--- src/sv/spf_pkg.sv ---
// ----------------------------------------------------------------------------
// spf_pkg
// Shared types, widths and codes of the speed profile planner.
// ----------------------------------------------------------------------------
`default_nettype none

package spf_pkg;

  localparam int unsigned MaxPointsDef = 128;

  localparam int unsigned PosW    = 24;
  localparam int unsigned SpdW    = 16;
  localparam int unsigned TimeW   = 24;
  localparam int unsigned LenW    = 24;
  localparam int unsigned LimW    = 12;
  localparam int unsigned RidxW   = 7;
  localparam int unsigned CntOutW = 8;
  localparam int unsigned StatW   = 3;

  // square root unit: radicand and root widths
  localparam int unsigned RadW  = 2 * (PosW + 1);
  localparam int unsigned RootW = PosW + 1;

  // divider: segment length in Q.8 scaled by 512, speed sum
  localparam int unsigned DivNumW = LenW + 9;
  localparam int unsigned DivDenW = SpdW + 1;

  localparam int unsigned CfgAddrW = 3;
  localparam int unsigned CfgDataW = 32;

  localparam logic [LimW-1:0] AccelRst = 12'd1395;
  localparam logic [LimW-1:0] DecelRst = 12'd2655;

  localparam logic CfgAccel = 1'b0;
  localparam logic CfgDecel = 1'b1;

  localparam logic [CfgAddrW-1:0] AddrAccel = 3'd0;
  localparam logic [CfgAddrW-1:0] AddrDecel = 3'd4;

  localparam logic KindLoad = 1'b0;
  localparam logic KindRead = 1'b1;

  localparam logic [StatW-1:0] StOk    = 3'd0;
  localparam logic [StatW-1:0] StFew   = 3'd1;
  localparam logic [StatW-1:0] StLost  = 3'd2;
  localparam logic [StatW-1:0] StStall = 3'd3;
  localparam logic [StatW-1:0] StFull  = 3'd4;

  localparam logic [SpdW-1:0]  SpdMax  = '1;
  localparam logic [TimeW-1:0] TimeMax = '1;
  localparam logic [LenW-1:0]  LenMax  = '1;

  typedef struct packed {
    logic                   kind;
    logic signed [PosW-1:0] point_x;
    logic signed [PosW-1:0] point_y;
    logic [SpdW-1:0]        speed_cap;
    logic [SpdW-1:0]        ego_speed;
    logic                   end_stop;
    logic                   last_point;
    logic [RidxW-1:0]       read_index;
  } spf_in_t;

  typedef struct packed {
    logic [StatW-1:0]   status;
    logic [CntOutW-1:0] point_count;
    logic [SpdW-1:0]    speed;
    logic [TimeW-1:0]   eta;
  } spf_out_t;

  typedef enum logic [4:0] {
    OpNone, OpLatch, OpNewPath, OpSetFull, OpLdFirst, OpMulSeg, OpMulFw, OpMulBw,
    OpRootStart, OpLdStore, OpSetFew, OpSetLost, OpSetStall, OpSetOk, OpFwInit,
    OpFwStore, OpStop, OpBwStore, OpTmInit, OpDivStart, OpTmStore, OpResult, OpRdOut
  } spf_op_e;

  typedef enum logic [1:0] {
    RaIdx, RaIdxM1, RaItem
  } spf_ra_e;

  typedef struct packed {
    spf_op_e op;
    spf_ra_e ra;
  } spf_cmd_t;

  typedef struct packed {
    logic is_read;
    logic full;
    logic first;
    logic last;
    logic cnt_lt2;
    logic status_full;
    logic idx_end;
    logic idx_one;
    logic root_done;
    logic div_done;
    logic speed_low;
    logic sum_zero;
    logic out_free;
  } spf_stat_t;

endpackage

`default_nettype wire

--- src/sv/spf_ctrl.sv ---
// ----------------------------------------------------------------------------
// spf_ctrl
// Sequencer for loading, the forward, backward and time passes, and reads.
// ----------------------------------------------------------------------------
`default_nettype none

module spf_ctrl (
  input  wire logic                clk_i,
  input  wire logic                rst_ni,
  input  wire logic                in_valid_i,
  input  wire spf_pkg::spf_stat_t  stat_i,
  output spf_pkg::spf_cmd_t        cmd_o,
  output logic                     idle_o
);

  typedef enum logic [4:0] {
    Idle, Dispatch, Load, Root, RootWait, LastCheck, FwRd, FwMul, StopEnd,
    BwRd, BwMul, StartCheck, TmRd, TmSum, TmWait, PlanOk, Result, RdAddr, RdOut
  } state_e;

  typedef enum logic [1:0] {
    PassSeg, PassFwd, PassBwd
  } pass_e;

  state_e state_q, state_d;
  pass_e  pass_q, pass_d;

  always_ff @(posedge clk_i or negedge rst_ni) begin
    if (!rst_ni) begin
      state_q <= Idle;
      pass_q  <= PassSeg;
    end else begin
      state_q <= state_d;
      pass_q  <= pass_d;
    end
  end

  always_comb begin
    state_d   = state_q;
    pass_d    = pass_q;
    cmd_o.op  = spf_pkg::OpNone;
    cmd_o.ra  = spf_pkg::RaIdx;
    unique case (state_q)
      Idle: begin
        if (in_valid_i) begin
          cmd_o.op = spf_pkg::OpLatch;
          state_d  = Dispatch;
        end
      end
      Dispatch: begin
        if (stat_i.is_read) begin
          state_d = RdAddr;
        end else begin
          cmd_o.op = spf_pkg::OpNewPath;
          state_d  = Load;
        end
      end
      Load: begin
        priority if (stat_i.full) begin
          cmd_o.op = spf_pkg::OpSetFull;
          state_d  = LastCheck;
        end else if (stat_i.first) begin
          cmd_o.op = spf_pkg::OpLdFirst;
          state_d  = LastCheck;
        end else begin
          cmd_o.op = spf_pkg::OpMulSeg;
          pass_d   = PassSeg;
          state_d  = Root;
        end
      end
      Root: begin
        cmd_o.op = spf_pkg::OpRootStart;
        if (pass_q == PassBwd) begin
          cmd_o.ra = spf_pkg::RaIdxM1;
        end
        state_d = RootWait;
      end
      RootWait: begin
        if (pass_q == PassBwd) begin
          cmd_o.ra = spf_pkg::RaIdxM1;
        end
        if (stat_i.root_done) begin
          unique case (pass_q)
            PassFwd: begin
              cmd_o.op = spf_pkg::OpFwStore;
              state_d  = stat_i.idx_end ? StopEnd : FwRd;
            end
            PassBwd: begin
              cmd_o.op = spf_pkg::OpBwStore;
              state_d  = stat_i.idx_one ? StartCheck : BwRd;
            end
            default: begin
              cmd_o.op = spf_pkg::OpLdStore;
              state_d  = LastCheck;
            end
          endcase
        end
      end
      LastCheck: begin
        priority if (!stat_i.last) begin
          state_d = Idle;
        end else if (stat_i.status_full) begin
          state_d = Result;
        end else if (stat_i.cnt_lt2) begin
          cmd_o.op = spf_pkg::OpSetFew;
          state_d  = Result;
        end else begin
          cmd_o.op = spf_pkg::OpFwInit;
          state_d  = FwRd;
        end
      end
      FwRd: state_d = FwMul;
      FwMul: begin
        cmd_o.op = spf_pkg::OpMulFw;
        pass_d   = PassFwd;
        state_d  = Root;
      end
      StopEnd: begin
        cmd_o.op = spf_pkg::OpStop;
        state_d  = BwRd;
      end
      BwRd: begin
        cmd_o.ra = spf_pkg::RaIdxM1;
        state_d  = BwMul;
      end
      BwMul: begin
        cmd_o.ra = spf_pkg::RaIdxM1;
        cmd_o.op = spf_pkg::OpMulBw;
        pass_d   = PassBwd;
        state_d  = Root;
      end
      StartCheck: begin
        if (stat_i.speed_low) begin
          cmd_o.op = spf_pkg::OpSetLost;
          state_d  = Result;
        end else begin
          cmd_o.op = spf_pkg::OpTmInit;
          state_d  = TmRd;
        end
      end
      TmRd: state_d = TmSum;
      TmSum: begin
        if (stat_i.sum_zero) begin
          cmd_o.op = spf_pkg::OpSetStall;
          state_d  = Result;
        end else begin
          cmd_o.op = spf_pkg::OpDivStart;
          state_d  = TmWait;
        end
      end
      TmWait: begin
        if (stat_i.div_done) begin
          cmd_o.op = spf_pkg::OpTmStore;
          state_d  = stat_i.idx_end ? PlanOk : TmRd;
        end
      end
      PlanOk: begin
        cmd_o.op = spf_pkg::OpSetOk;
        state_d  = Result;
      end
      Result: begin
        if (stat_i.out_free) begin
          cmd_o.op = spf_pkg::OpResult;
          state_d  = Idle;
        end
      end
      RdAddr: begin
        cmd_o.ra = spf_pkg::RaItem;
        state_d  = RdOut;
      end
      RdOut: begin
        cmd_o.ra = spf_pkg::RaItem;
        if (stat_i.out_free) begin
          cmd_o.op = spf_pkg::OpRdOut;
          state_d  = Idle;
        end
      end
      default: state_d = Idle;
    endcase
  end

  assign idle_o = (state_q == Idle);

endmodule

`default_nettype wire

--- config.mk ---
export PLATFORM = sky130hd
export DESIGN_NAME = spf_ctrl
export DESIGN_NICKNAME = d
export VERILOG_FILES = /design/src/sv/spf_pkg.sv /design/src/sv/spf_ctrl.sv
export SDC_FILE = /design/constraint.sdc
export NUM_CORES = 1
export LEC_CHECK = 0
export BUFFER_PORTS_ARGS = -buffer_cell sky130_fd_sc_hd__clkbuf_2
export CORE_MARGIN = 2
export CORE_UTILIZATION = 42
export DETAILED_ROUTE_END_ITERATION = 8
export HOLD_SLACK_MARGIN = 0.12
export PLACE_DENSITY_LB_ADDON = 0.2
export SYNTH_ARGS = -nofsm -noshare
export SYNTH_HDL_FRONTEND = slang
export SYNTH_SLANG_ARGS = --single-unit
--- constraint.sdc ---
create_clock -name clk_i -period 5.6 [get_ports clk_i]
set_clock_uncertainty 0.15 [all_clocks]
set_input_delay 1.12 -clock clk_i [delete_from_list [all_inputs] [get_ports clk_i]]
set_output_delay 1.12 -clock clk_i [all_outputs]
set_load 0.03 [all_outputs]
=== Word level (Yosys, flattened, before mapping) ===
Index checks and enable logic that the tools add are counted.

* Register bits after elaboration: 7
* Input port bits: 16
* Logic and storage cells: 74

* Equality and inequality tests: 26
* Mux-type cells: 37
* Reduce and logical (&&, ||, !) cells: 9

{| class="wikitable"
|+ Operator list
! kind !! count
|-
| 5-bit one-hot mux with 17 select lines || 1
|-
| 5-bit 2-to-1 mux || 16
|-
| 5-bit one-hot mux with 15 select lines || 1
|-
| 5-bit by 4-bit == test with 1-bit output (second input constant) || 8
|-
| 5-bit by 3-bit == test with 1-bit output (second input constant) || 4
|-
| 5-bit == test (second input constant) || 3
|-
| 3-bit 2-to-1 mux || 4
|-
| 4-bit 2-to-1 mux || 3
|-
| 2-bit one-hot mux with 3 select lines || 2
|-
| 5-bit by 2-bit == test with 1-bit output (second input constant) || 2
|-
| 2-bit 2-to-1 mux || 5
|-
| 2-bit != test (second input constant) || 5
|-
| 5-bit one-hot mux with 2 select lines || 1
|-
| 2-bit OR reduction || 5
|-
| 4-bit one-hot mux with 2 select lines || 1
|-
| 5-bit by 1-bit == test with 1-bit output (second input constant) || 1
|-
| 5-bit zero test || 1
|-
| 4-bit AND reduction || 1
|-
| 1-bit 2-to-1 mux || 3
|-
| 3-bit AND reduction || 1
|-
| 3-bit nonzero test || 1
|-
| 2-bit by 1-bit == test with 1-bit output (second input constant) || 1
|-
| 2-bit == test (second input constant) || 1
|-
| 2-bit by 1-bit != test with 1-bit output (second input constant) || 1
|}

=== Logic depth before layout (Yosys ltp) ===
* Depth after elaboration: 4
* Depth in mapped cells: 7
* Gate-level depth less buffers: 7

=== Worst setup path before layout ===
Ideal clock, no wire load.

* Path kind: flip-flop to output port
* Start: reg state_q[3]
* End: out cmd_o[2] in the netlist's numbering
* Arrival: 2068 ps
* Path slack: 2262 ps
* Cell stages (with the launch flop): 6
* Cell sequence: dfrtp_1 > buf_6 > or3_1 > nor3_1 > a21oi_1 > nand4b_1

{| class="wikitable"
|+ RTL lines
! what !! RTL line !! source
|-
| start, declared || spf_ctrl.sv:25 || <nowiki>state_e state_q, state_d;</nowiki>
|-
| start signal, assigned || spf_ctrl.sv:30 || <nowiki>state_q <= Idle;</nowiki>
|-
| start signal, assigned || spf_ctrl.sv:33 || <nowiki>state_q <= state_d;</nowiki>
|-
| end, declared || spf_ctrl.sv:12 || <nowiki>output spf_pkg::spf_cmd_t cmd_o,</nowiki>
|}

==> results list <==
- Met2 Wirelength: approximately 1500 um
- The synthesized netlist devotes 4.85% of its cell area to adder and majority cells.
- The worst-case IR drop observed on VDD is approximately 0.31 mV.
* Post-route setup slack: 1.87 ns
- In this run the power spent charging and discharging nets is 0.316 mW.
* Number of buffers added for setup after CTS: 0
- The biggest area contributor in the post-synthesis netlist is dfrtp_1.
* R2R Setup Slk: 3.18 ns
- The path class of the tightest hold or removal check is reg2reg.
- In this run the number of H-tree levels came out at 1.
* Layout filler cell count: 233
- Number of cells upsized or downsized after cts: 0
* Final setup violation count: 0
- After detailed placement, the design holds a cell count of 188.
* Gate power share: 64.5%
- Critical Path Start Type: register
* PwrDens: 485 nW/um2
- Top cells by instance count after synthesis: nand2_1 (14), nor2_1 (14), a21oi_1 (13)
- After clock tree synthesis, the clock-pin slew on the worst setup and hold paths is about 0.050 ns.
- Count of flip-flops with a built-in enable after synthesis: 0
- The sequential cells in the finished layout cover a total of 175 um2.
* Synth area leaders: dfrtp_1 (17%), a21oi_1 (6.3%), nand2_1 (5.1%), nor2_1 (5.1%), ha_1 (4.8%)
- The initialized floorplan defines 17 standard-cell rows.
* Routed wire length per instance: about 16 um
- Starting density of the core: 45.4%
- Reg-to-reg endpoint: state_q[2]$_DFFE_PN0P_
- The finished cells cover roughly 1100 um2.
- For this run, the number of standard cells in the final layout without fillers is roughly 190.
- Number of global-route vias before repair: around 1100
- Combined global-route utilization of all metal layers: 23.7%
* Hold_buf cts: 0
- The multi-input combinational cells in the finished layout cover a total of 762 um2.
* Post-synthesis to final-layout area growth: 10.4%
- Maximum achievable frequency: 0.268 GHz
- Largest family of logic cells by synthesized area: simple AND/OR/NAND/NOR gates
- The cell sitting at the root of the clock tree is a clkbuf_4.
* First-pass GRT wire length: 5060 um
- Of the post-synthesis cell area, the dominant cell type holds 17.0%.
- Worst slew slack as a fraction of its limit: between 40% and 50%
- Area of the die: 2870 um2
* Initial drt markers: 28
- Prevailing post-synth register cell: dfrtp_1
* Shortest clock period the worst path allows after layout: ~3.7 ns
* Slowest stage cell, crit path: dfrtp_1
- Worst stage delay on the critical path: 0.87 ns
- Pleak: 0.511 nW
- Top Metal Used: met3
* # IOs: 24
- Data required, critical path: 4.33 ns
- After layout, the worst path uses 66.6% of the clock period.
- Setup repair after global routing left no endpoint under its margin.
* Initial DRT Pass Iterations: 4
* Fin Setup TNS: 0 ns
* Arrival time of data at the critical path endpoint: 2.46 ns
- The mapped netlist covers 1030 um2.
- Antenna violations before repair: 0
- Met3 Routed Length: 208 um
- In this run, the clock network consumes 8.2% of the power.
- Worst path top cell family by delay: simple AND/OR/NAND/NOR gates
- The most critical setup path has its endpoint at cmd_o[6].
- Proportion of layout cells with a drive suffix above 1: 18.3%
- Measured on the finished design, the core utilization comes to roughly half.
* Hold Crit Depth: 2
- Post-DP HPWL: 2300 um
* Share of the synthesized netlist area taken by xor and xnor gates: 0%
* Portion of netlist area occupied by mux cells: about 1.5%
* Clock buffers created by TritonCTS: 3
- Simple-Gate Fraction of Synth Area: 36.7%
- After detailed routing, the number of vias per cell comes to 6.17.
- Mean instance size in the synthesized netlist: 6.93 um2
* Crit Path Category: reg2out
- Synthesized Nets: 169
- The number of antenna diodes in the final layout is 0.
* Clock sink count: 7
- DRC viols: 0
- Maximum fanout along the worst path: 28
- Global route overflow: 0
- The number of max-slew violations in the final report was 0.
- Number of buffers added on ports: 23
- Later-pin clock latency in the skew report: 0.25 ns
- Detailed-route via count: roughly 1200
- CTS tree: done
- Global placement routability congestion: 0.923
- For the pin with the worst max-slew slack, the measured transition is 0.813 ns.
* Proportion of power drawn by flip-flops and latches: 27.3%
- Post-DP Area: 1110 um2
- WL final: roughly 3100 um
- At the placement stage, the worst setup path has a slack of slightly above 2 ns.
- Max-cap violations: 0
- The critical path goes through nand2b_1 -> or4_1 -> o31ai_1 -> a21oi_1 -> nand2_1 -> clkbuf_2.
- Met1 Wirelength: ~1400 um
* Count of distinct cell types in the synthesized netlist: 44
- For this run, the register share of the synthesized area comes to about 17%.
* Number of endpoints with negative hold slack in the final report: 0
* Outcome: completed
- The count of nets left with antenna violations once routing finished came out at 0.
- Net switching is 57.1% of the power.
- Worst setup EP type: output port
* Synthesis Warnings: 0
* FF-to-FF Start: state_q[1]$_DFFE_PN0P_
- The die is 53.6 um wide.
- Compound-Gate Fraction of Synth Area: 30.8%
* Critical path depth in cells: 6
- Counting flops with an async set or reset pin after synthesis yields a share of 100%.
- The most critical setup path has its startpoint at state_q[0]$_DFFE_PN0P_.
* Largest buffer count on any clock path: 2
- Synthesis produced a netlist whose cell count is 149.
- Number of flip-flops and latches in the synthesized netlist: 7
- The worst register-to-register path has a depth of 5.
- Critical path buffers and inverters: 1
- The internal portion of the total power is 0.237 mW.
* Nets@finish: 185
- Entering global routing, the biggest net connects 29 pins.
* Core area: ~2300 um2
- The die is between 50 and 60 um tall.
-- how the worst min path moves through the flow --
stage,start,end
finish,pass_q[1]$_DFFE_PN0P_,pass_q[1]$_DFFE_PN0P_
global route,pass_q[1]$_DFFE_PN0P_,pass_q[1]$_DFFE_PN0P_
CTS,pass_q[1]$_DFFE_PN0P_,pass_q[1]$_DFFE_PN0P_
detailed placement,pass_q[1]$_DFFE_PN0P_,pass_q[1]$_DFFE_PN0P_
global placement,pass_q[1]$_DFFE_PN0P_,pass_q[1]$_DFFE_PN0P_
floorplan,pass_q[1]$_DFFE_PN0P_,pass_q[1]$_DFFE_PN0P_
-- flip-flops by register name, summed over array words and instances (netlist names) --
name and cells:
state_q 5, pass_q 2
-- cell type report --
cell class	count	share of cell area, %
repair buffers	23	10.1
multi-input cells	123	66.8
well taps	28	3.07
flip-flops and latches	7	15.4
clock buffers	4	2.31
inverters	7	2.31
-- worst register-to-register path: cells and delay by family (launching register included) --
kind | cells | cell delay [ns]
flip-flops | 1 | 0.75
AND/OR/NAND/NOR | 3 | 0.88
AO/OA/AOI/OAI | 2 | 0.56
-- cells in the final DEF, fill, tap and decap left out, types with 4 or more instances in the layout --
| cell | Yosys | final |
|---|---|---|
| nor2_1 | 14 | 14 |
| inv_1 | 7 | 7 |
| nor3_1 | 7 | 7 |
| a21oi_1 | 13 | 13 |
| ha_1 | 4 | 4 |
| o21ai_0 | 6 | 6 |
| nand2_1 | 14 | 14 |
| o21ai_1 | 6 | 6 |
| nor2b_1 | 4 | 4 |
| nand2b_1 | 5 | 5 |
| nand4_1 | 4 | 4 |
| dfrtp_1 | 7 | 7 |
| clkbuf_2 | 0 | 23 |
-- kinds of logic after synthesis --
kind of cell	count (synthesis)
flip-flops	7
buffers and inverters	19
AND/OR/NAND/NOR	69
AO/OA/AOI/OAI	49
multiplexers	1
adder cells (fa/ha/maj)	4
-- stage by stage --
stage          hold WS, ns  power (mW)
6_report             0.436       0.553
2_1_floorplan        0.365       0.423
4_1_cts              0.432       0.549
3_5_place_dp         0.420       0.500
5_1_grt              0.472       0.602
3_3_place_gp         0.418       0.496
-- metal layers --
metal	GRT usage, %	up-vias
li1	-	586
met1	32.8	554
met2	40.3	45
met3	4.17	0
met4	1.28	0
met5	0	-
-- power groups by stage --
stage / registers (mW) / logic (mW) / clock network (mW)
after global placement: 0.147 / 0.349 / 0
after detailed placement: 0.149 / 0.351 / 0
after floorplan: 0.0797 / 0.343 / 0
after global routing: 0.158 / 0.395 / 0.0499
final: 0.151 / 0.357 / 0.0452
after CTS: 0.148 / 0.354 / 0.0470
Power figures use the tool's default switching activity.
